### config.mk
export PLATFORM = sky130hd
export DESIGN_NAME = lsc_back
export DESIGN_NICKNAME = d
export VERILOG_FILES = /design/src/rtl/lsc_pkg.sv /design/src/rtl/lsc_ram.sv /design/src/rtl/lsc_back.sv
export SDC_FILE = /design/constraint.sdc
export NUM_CORES = 1
export LEC_CHECK = 0
export ABC_AREA = 1
export BUFFER_PORTS_ARGS = -buffer_cell sky130_fd_sc_hd__buf_4
export CORE_ASPECT_RATIO = 0.8
export CORE_MARGIN = 2
export CORE_UTILIZATION = 60
export CTS_CLUSTER_SIZE = 12
export DETAILED_ROUTE_END_ITERATION = 7
export MAX_ROUTING_LAYER = met4
export PLACE_DENSITY = 0.8
export SLEW_MARGIN = 5
export SYNTH_ARGS = -nofsm -noshare
export SYNTH_HDL_FRONTEND = slang
export SYNTH_SLANG_ARGS = --single-unit
### constraint.sdc
create_clock -name clk -period 6.9 [get_ports clk]
set_input_delay 1.035 -clock clk [delete_from_list [all_inputs] [get_ports clk]]
set_output_delay 1.035 -clock clk [all_outputs]
set_load 0.02 [all_outputs]
### src/rtl/lsc_pkg.sv
package lsc_pkg;

    localparam int MAX_ORDER_DEF = 16;
    localparam int ORDER_W       = 5;
    localparam int CELL_W        = 5;
    localparam int SYM_W         = 4;
    localparam int TALLY_W       = 9;
    localparam int QUEUE_DEPTH   = 2;

    localparam logic [ORDER_W-1:0] ORDER_RESET = ORDER_W'(16);
    localparam logic [TALLY_W-1:0] TALLY_MAX   = '1;

    // classified cell, handed from the front to the back
    typedef struct packed {
        logic [SYM_W-1:0] symbol;
        logic             in_range;
        logic             row_end;
        logic             square_end;
    } cls_t;

    typedef struct packed {
        logic               is_valid;
        logic [TALLY_W-1:0] filled;
    } res_t;

endpackage

### src/rtl/lsc_ram.sv
module lsc_ram
#(
    parameter int WIDTH = 16,
    parameter int DEPTH = 16
)
(
    input  logic                     clk,
    input  logic                     wr_en,
    input  logic [$clog2(DEPTH)-1:0] wr_addr,
    input  logic [WIDTH-1:0]         wr_data,
    input  logic                     rd_en,
    input  logic [$clog2(DEPTH)-1:0] rd_addr,
    output logic [WIDTH-1:0]         rd_data
);

    logic [WIDTH-1:0] mem_reg [DEPTH];
    logic [WIDTH-1:0] rd_data_reg;

    always_ff @(posedge clk)
    begin
        if (wr_en)
        begin
            mem_reg[wr_addr] <= wr_data;
        end
        if (rd_en)
        begin
            rd_data_reg <= mem_reg[rd_addr];
        end
    end

    assign rd_data = rd_data_reg;

endmodule

### src/rtl/lsc_back.sv
module lsc_back
    import lsc_pkg::*;
#(
    parameter int MAX_ORDER = MAX_ORDER_DEF
)
(
    input  logic                         clk,
    input  logic                         rst_n,
    input  logic                         q_empty,
    input  logic [$clog2(MAX_ORDER)-1:0] q_col,
    input  cls_t                         q_cls,
    output logic                         q_pop,
    input  logic                         res_full,
    output logic                         res_push,
    output res_t                         res
);

    localparam int PW = $clog2(MAX_ORDER);

    logic                 exe_valid_reg, exe_valid_next;
    cls_t                 exe_cls_reg;
    logic [PW-1:0]        exe_col_reg;
    logic                 fwd_hit_reg, fwd_hit_next;
    logic [MAX_ORDER-1:0] fwd_mask_reg;
    logic [MAX_ORDER-1:0] col_valid_reg, col_valid_next;
    logic [MAX_ORDER-1:0] row_seen_reg, row_seen_next;
    logic                 still_reg, still_next;
    logic [TALLY_W-1:0]   tally_reg, tally_next;

    logic                 load, fire, wr_en;
    logic [MAX_ORDER-1:0] rd_data, col_cur, col_new, sym_bit;
    logic                 dup, cell_ok;
    logic                 res_valid;
    logic [TALLY_W-1:0]   res_tally;

    // only the last cell of a square waits on the result queue
    assign fire  = exe_valid_reg && (!exe_cls_reg.square_end || !res_full);
    assign load  = !q_empty && (!exe_valid_reg || fire);
    assign q_pop = load;
    assign wr_en = fire && exe_cls_reg.in_range;

    lsc_ram #(
        .WIDTH (MAX_ORDER),
        .DEPTH (MAX_ORDER)
    ) u_col_ram (
        .clk     (clk),
        .wr_en   (wr_en),
        .wr_addr (exe_col_reg),
        .wr_data (col_new),
        .rd_en   (load),
        .rd_addr (q_col),
        .rd_data (rd_data)
    );

    // a read that met a write to the same column takes the written mask
    always_comb
    begin
        if (fwd_hit_reg)
        begin
            col_cur = fwd_mask_reg;
        end
        else if (col_valid_reg[exe_col_reg])
        begin
            col_cur = rd_data;
        end
        else
        begin
            col_cur = '0;
        end
    end

    assign sym_bit = MAX_ORDER'(1) << exe_cls_reg.symbol;
    assign col_new = col_cur | sym_bit;
    assign dup     = ((row_seen_reg & sym_bit) != '0) || ((col_cur & sym_bit) != '0);
    assign cell_ok = exe_cls_reg.in_range && !dup;

    always_comb
    begin
        res_valid = still_reg && cell_ok;
        res_tally = tally_reg;
        if (exe_cls_reg.in_range && (tally_reg != TALLY_MAX))
        begin
            res_tally = tally_reg + 1'b1;
        end
    end

    assign res_push     = fire && exe_cls_reg.square_end;
    assign res.is_valid = res_valid;
    assign res.filled   = res_tally;

    always_comb
    begin
        exe_valid_next = exe_valid_reg;
        if (load)
        begin
            exe_valid_next = 1'b1;
        end
        else if (fire)
        begin
            exe_valid_next = 1'b0;
        end

        // held while a stalled cell sits in the execute stage
        fwd_hit_next = load ? (wr_en && !exe_cls_reg.square_end && (q_col == exe_col_reg))
                            : fwd_hit_reg;

        col_valid_next = col_valid_reg;
        row_seen_next  = row_seen_reg;
        still_next     = still_reg;
        tally_next     = tally_reg;
        if (fire)
        begin
            if (exe_cls_reg.square_end)
            begin
                col_valid_next = '0;
                row_seen_next  = '0;
                still_next     = 1'b1;
                tally_next     = '0;
            end
            else
            begin
                if (wr_en)
                begin
                    col_valid_next[exe_col_reg] = 1'b1;
                end
                row_seen_next = exe_cls_reg.row_end ? '0 :
                                (exe_cls_reg.in_range ? (row_seen_reg | sym_bit) : row_seen_reg);
                still_next    = res_valid;
                tally_next    = res_tally;
            end
        end
    end

    always_ff @(posedge clk or negedge rst_n)
    begin
        if (!rst_n)
        begin
            exe_valid_reg <= 1'b0;
            fwd_hit_reg   <= 1'b0;
            col_valid_reg <= '0;
            row_seen_reg  <= '0;
            still_reg     <= 1'b1;
            tally_reg     <= '0;
        end
        else
        begin
            exe_valid_reg <= exe_valid_next;
            fwd_hit_reg   <= fwd_hit_next;
            col_valid_reg <= col_valid_next;
            row_seen_reg  <= row_seen_next;
            still_reg     <= still_next;
            tally_reg     <= tally_next;
        end
    end

    always_ff @(posedge clk)
    begin
        if (load)
        begin
            exe_cls_reg  <= q_cls;
            exe_col_reg  <= q_col;
            fwd_mask_reg <= col_new;
        end
    end

endmodule

* Word level (Yosys, flattened, before mapping) *
Memories as Yosys holds them, arrays and structs flattened. A register that Yosys moved wholly into a read port is not among the register bits.
Cells that the tools add are included.

cells by class
  add/subtract/negate cells = 1
  multiply operators = 0
  div/mod/pow operators = 0
  order comparisons = 2
  eq/ne operators = 2
  shift operators = 1
  muxes and demuxes = 18
  bitwise logic cells = 5
  reductions and logical operators = 25

operators with widths
  cell                                                                                 count
  16-bit two-way mux                                                                   7
  16-bit OR                                                                            3
  16-bit AND                                                                           2
  16-bit nonzero test                                                                  2
  9-bit two-way mux                                                                    2
  1-bit by 4-bit << shifter with 16-bit output, first input constant                   1
  1-bit logical AND                                                                    10
  9-bit by 1-bit adder with 9-bit output, second input constant                        1
  9-bit != test, second input constant                                                 1
  1-bit two-way mux                                                                    7
  1-bit logical NOT                                                                    5
  4-bit by 5-bit < comparator with 1-bit output, second input constant                 1
  1-bit binary-select mux with 4-bit select                                            1
  1-bit demux with 4-bit select                                                        1
  4-bit == test                                                                        1
  4-bit by 1-bit greater-or-equal comparator with 1-bit output, second input constant  1
  2-bit AND reduction                                                                  2
  2-bit nonzero test                                                                   2
  1-bit logical OR                                                                     3
  3-bit nonzero test                                                                   1

storage, ports and cells
  flip-flop bits (word level) = 71
  latch bits = 0
  RAM bits = 256
  memory bits (read-only) = 0
  output and inout bits = 12
  memories = 1

memories
  name               words  width  read ports  clocked after Yosys merged registers in  wr ports  RTL line       RTL
  u_col_ram.mem_reg  16     16     1           1                                        1         lsc_ram.sv:16  logic [WIDTH-1:0] mem_reg [DEPTH];

* Longest topological paths before layout *
  depth after elaboration = 11
  gate-level depth with buffers = 18
  mapped depth without buffers = 16

* By module *
Synthesis repeated with hierarchy kept, for this count alone.

second synthesis, totals
  cell total of the unflattened synthesis = 1532
  area, all modules = 15232.1 sq um

modules (own cells, without submodules)
  module    times used  cells an instance  area each (sq um)  seq. area each (sq um)
  lsc_ram   1           1074               11541.1            8167.8
  lsc_back  1           458                3691.0             1913.1

* Least setup slack after synthesis *
No wires, ideal clock.

  path kind = input to register
  start = input port res_full
  end = memory u_col_ram.mem_reg[12][0], enable pin
  data arrival time = 3.362 ns
  setup slack = 3.105 ns
  stages on the path = 6
  cells stage by stage = nand2_1 -> nand2_2 -> nor2_4 -> inv_1 -> buf_1 -> nor4_1

between the ends
  cells in the longest elaborated chain, start to end = 6

RTL lines
  element                                  RTL line        RTL
  from (decl)                              lsc_back.sv:13  input logic res_full,
  1-bit logical NOT                        lsc_back.sv:37  assign fire = exe_valid_reg && (!exe_cls_reg.square_end || !res_full);
  1-bit logical OR                         lsc_back.sv:37
  1-bit logical AND                        lsc_back.sv:37
  1-bit logical AND                        lsc_back.sv:40  assign wr_en = fire && exe_cls_reg.in_range;
  1-bit two-way mux                        lsc_ram.sv:21   if (wr_en)
  1-bit two-way mux (not written as such)  lsc_ram.sv:23   mem_reg[wr_addr] <= wr_data;
  to (decl)                                lsc_ram.sv:16

Every way passes these cells.

==> impl_metrics.csv <==
group,metric,value,unit
yosys,synth_mux_area_share,4.460,%
floorplan,die_area,0.02520,mm2
routing,drt_iter0_drc,1180,
yosys,yosysMostFrequentCell,"edfxtp_1",
yosys,netlist_top_cells_count,"edfxtp_1 (299), nand2_1 (171), inv_1 (113)",
pwr,clkPwrFrac,40.1,%
pwr,p_int,3.375,mW
yosys,yosysUniqueCellTypes,32,
clocking,cts_root_buf,"clkbuf_16",
clocking,cts_hold_buf,0,
sta,tns,0,ps
placed_design,dpl.hpwl,19.41,mm
global_route,overflow,0,
sta,fin_crit,4204,ps
status,status,"completed",
routing,totalWireLength,32.38,mm
layout,seqCellArea,0.01008,mm2
layout,layout-drive-gt1-share,10.07,%
yosys,yosys.area_share.simple,8.937,%
layout,final_util,67.79,%
setup_path,crit_path_frequent_cell,"nand2_1",
setup_path,timing.critical_path.to_type,"primary output",
setup_path,cp_cell_sequence,"inv_4 > nand2_1 > nand2_1 > nand2_1 > nand2_1 > nand2_1 > nand2_2 > nor2_4 > o21ai_0 > nand2_1 > nand2_1 > nor2_1 > nand3_1 > inv_1 > buf_4",
layout,antenna_cells,0,
clocking,clk_pin_slew,60,ps
setup_path,worstPathRequired,5860,ps
sta,fmax,237.9,MHz
yosys,synth_top_area_cell,"edfxtp_1",
floorplan,rows,50,
routing,postRouteAntennaNets,0,
layout,nFillCells,1634,
floorplan,io_pins,27,
yosys,synth_area,0.01437,mm2
clocking,insertion_delay,520,ps
pwr,p_leak,6.182,nW
global_route,first_global_vias,8734,
setup_path,timing.critical_path.buf_inv,3,
clocking,clock_sinks,343,
setup_path,crit_arrival,3170,ps
pwr,total_power,4.333,mW
yosys,synth-edff-count,299,
yosys,synth-xor-area-share,0.4268,%
routing,drt_drc_violations_left,0,
pwr,seqPwrFrac,53.8,%
yosys,yosys_warnings,0,
job,timing.max_cap.violations,0,
sta,hold_violations,0,
clocking,cts_buffers,35,
placed_design,port_buffers,26,
clocking,post-cts-setup-buffers,0,
routing,wl_per_cell,21.40,um
setup_path,startpoint_type,"register",
worst_hold_path,hold_class,"register to register",
sta,clock_skew,25.25,ps
setup_path,critPathMaxStageDelay,840,ps
routing,first_pass_iters,5,
yosys,synth_top_family_by_area,"compound AO/OA/AOI/OAI gates",
routing,vias,9231,
sta,maxSlewHeadroom,21.09,%
yosys,synth_cells,1163,
layout,area_delta_synth_final,10.70,%
floorplan,core_area,0.02346,mm2
setup_path,path_delay_family,"simple AND/OR/NAND/NOR gates",
global_route,grt_max_degree,100,
layout,largest_register_ffs,256,
yosys,ys.flop_type,"edfxtp_1",
pwr,p_switching,958.6,uW
layout,multi_input_area,0.003657,mm2
yosys,async_flop_share,12.83,%
pwr,combPwrFrac,6.1,%
floorplan,die_x,177.0,um
yosys,avgSynthCellArea,12.35,um2
sta,setup_viol,0,
sta,min_period_over_period,60.93,%
layout,stdcell_count,1513,
sta,rsz0062_at_grt,"no",
clocking,h-tree-depth,2,
clocking,clk_path_buf_depth,3,
clocking,cts_resized,0,
global_route,antenna_found_initial,0,
yosys,netlist.area_leader.share,62.50,%
placed_design,dp_cells,1454,
setup_path,path_max_fanout,20,
yosys,synth_fp_nets,1180,
pwr,max-vdd-ir-drop,0.2084,mV
yosys,ys_seq_elements,343,
placed_design,routabilityCongestion,0.9303,
pwr,swShare,22.12,%
layout,final_nets,1196,
yosys,synthAdderAreaFrac,0.1742,%
global_route,grt_first_pass_wirelength,50.23,mm
setup_path,crit_slowest_cell,"edfxtp_1",
setup_path,critical_path_class,"register to primary output",
clocking,cts_tree,"built",
pwr,power.density,272.5,mW/mm2
floorplan,start_util,61.23,%
global_route,grt_util_all_layers,27.31,%
floorplan,die_h,142.4,um
routing,detail_route.vias_per_cell,6.101,
yosys,synthTopCellsByArea,"edfxtp_1 (63%), dfrtp_1 (7.5%), nand2_1 (4.5%)",
yosys,ys_seq_area_share,70.18,%
sta,finalMaxSlewViolations,0,
yosys,synth-compound-area-share,10.92,%
sta,tightest_slew,1182,ps
## through the flow
| stage | hold WS, ps | setup slack [ps] | area [um2] |
|---|---|---|---|
| 6_report | 502.7 | 2696 | 15900 |
| 5_1_grt | 514.5 | 2434 | 15900 |
| 4_1_cts | 501.1 | 2780 | 15900 |
| 3_5_place_dp | 487.4 | 3199 | 14870 |
| 3_3_place_gp | 477.4 | 3291 | 14870 |
| 2_1_floorplan | 462.8 | 3105 | 14370 |
## kinds of logic after synthesis
family / count (synthesis)
AOI/OAI and AO/OA: 269
xor gates and xnor gates: 7
adders and majority gates: 2
buffers and inverters: 178
DFF: 343
muxes: 64
and+or+nand+nor: 300
## power groups by stage
stage / Combinational [mW] / Clock (mW) / Sequential (mW)
6_report: 0.266 / 1.74 / 2.33
4_1_cts: 0.265 / 1.76 / 2.33
3_3_place_gp: 0.256 / 0 / 2.37
5_1_grt: 0.291 / 1.83 / 2.33
3_5_place_dp: 0.263 / 0 / 2.37
2_1_floorplan: 0.179 / 0 / 2.36
## layer usage
| metal | part of all wire, % | global-route usage, % | vias to the layer above |
|---|---|---|---|
| li1 | - | - | 4189 |
| met1 | 44 | 39.74 | 4529 |
| met2 | 44 | 38.66 | 430 |
| met3 | 8.7 | 4.834 | 83 |
| met4 | 3.6 | 10.70 | 0 |
| met5 | 0 | - | - |
## final timing paths
| check | startpoint | end | slack, ps | depth (start not counted) |
|---|---|---|---|---|
| worst max register to register | exe_cls_reg[0]$_DFFE_PP_ | u_col_ram.mem_reg[10][12]$_DFFE_PP_ | 3890 | 6 |
| worst max-delay path | exe_col_reg[0]$_DFFE_PP_ | res[9] | 2700 | 15 |
| min in group asynchronous | rst_n | tally_reg[4]$_DFFE_PN0P_ | 520 | 1 |
| worst min-delay path | row_seen_reg[0]$_DFFE_PN0P_ | row_seen_reg[0]$_DFFE_PN0P_ | 500 | 2 |
| max in group asynchronous | rst_n | col_valid_reg[0]$_DFFE_PN0P_ | 5980 | 1 |
| worst min register to register | row_seen_reg[0]$_DFFE_PN0P_ | row_seen_reg[0]$_DFFE_PN0P_ | 500 | 2 |
## final cells by class
cell class                      count  share of cell area [%]
Tap cell                          312                   2.455
Clock buffer                       54                   6.019
Multi-Input combinational cell    642                   23.00
Sequential cell                   343                   63.39
Inverter                          117                   2.777
Clock inverter                      5                  0.4485
Timing Repair Buffer               40                   1.912
## layout by cell type, fill, tap and decap left out, types with 5 or more instances in the layout
cell / count
clkbuf_1: 18
nand4_1: 5
a21oi_1: 80
clkbuf_16: 35
mux2i_1: 64
xor2_1: 7
edfxtp_1: 299
o22ai_1: 5
dfrtp_1: 43
nor2_2: 7
a22o_1: 13
inv_1: 111
nand2_1: 171
nor2_1: 46
o211ai_1: 64
nand3_1: 36
o21ai_0: 96
o21ai_1: 8
or2_2: 15
buf_4: 39
nor4_2: 7
## tightest hold or removal path: stages (launching register included)
cell,delay (ps)
dfrtp_1,350
a21oi_1,50
nor2_1,70
(Power assumes the default switching activity.)
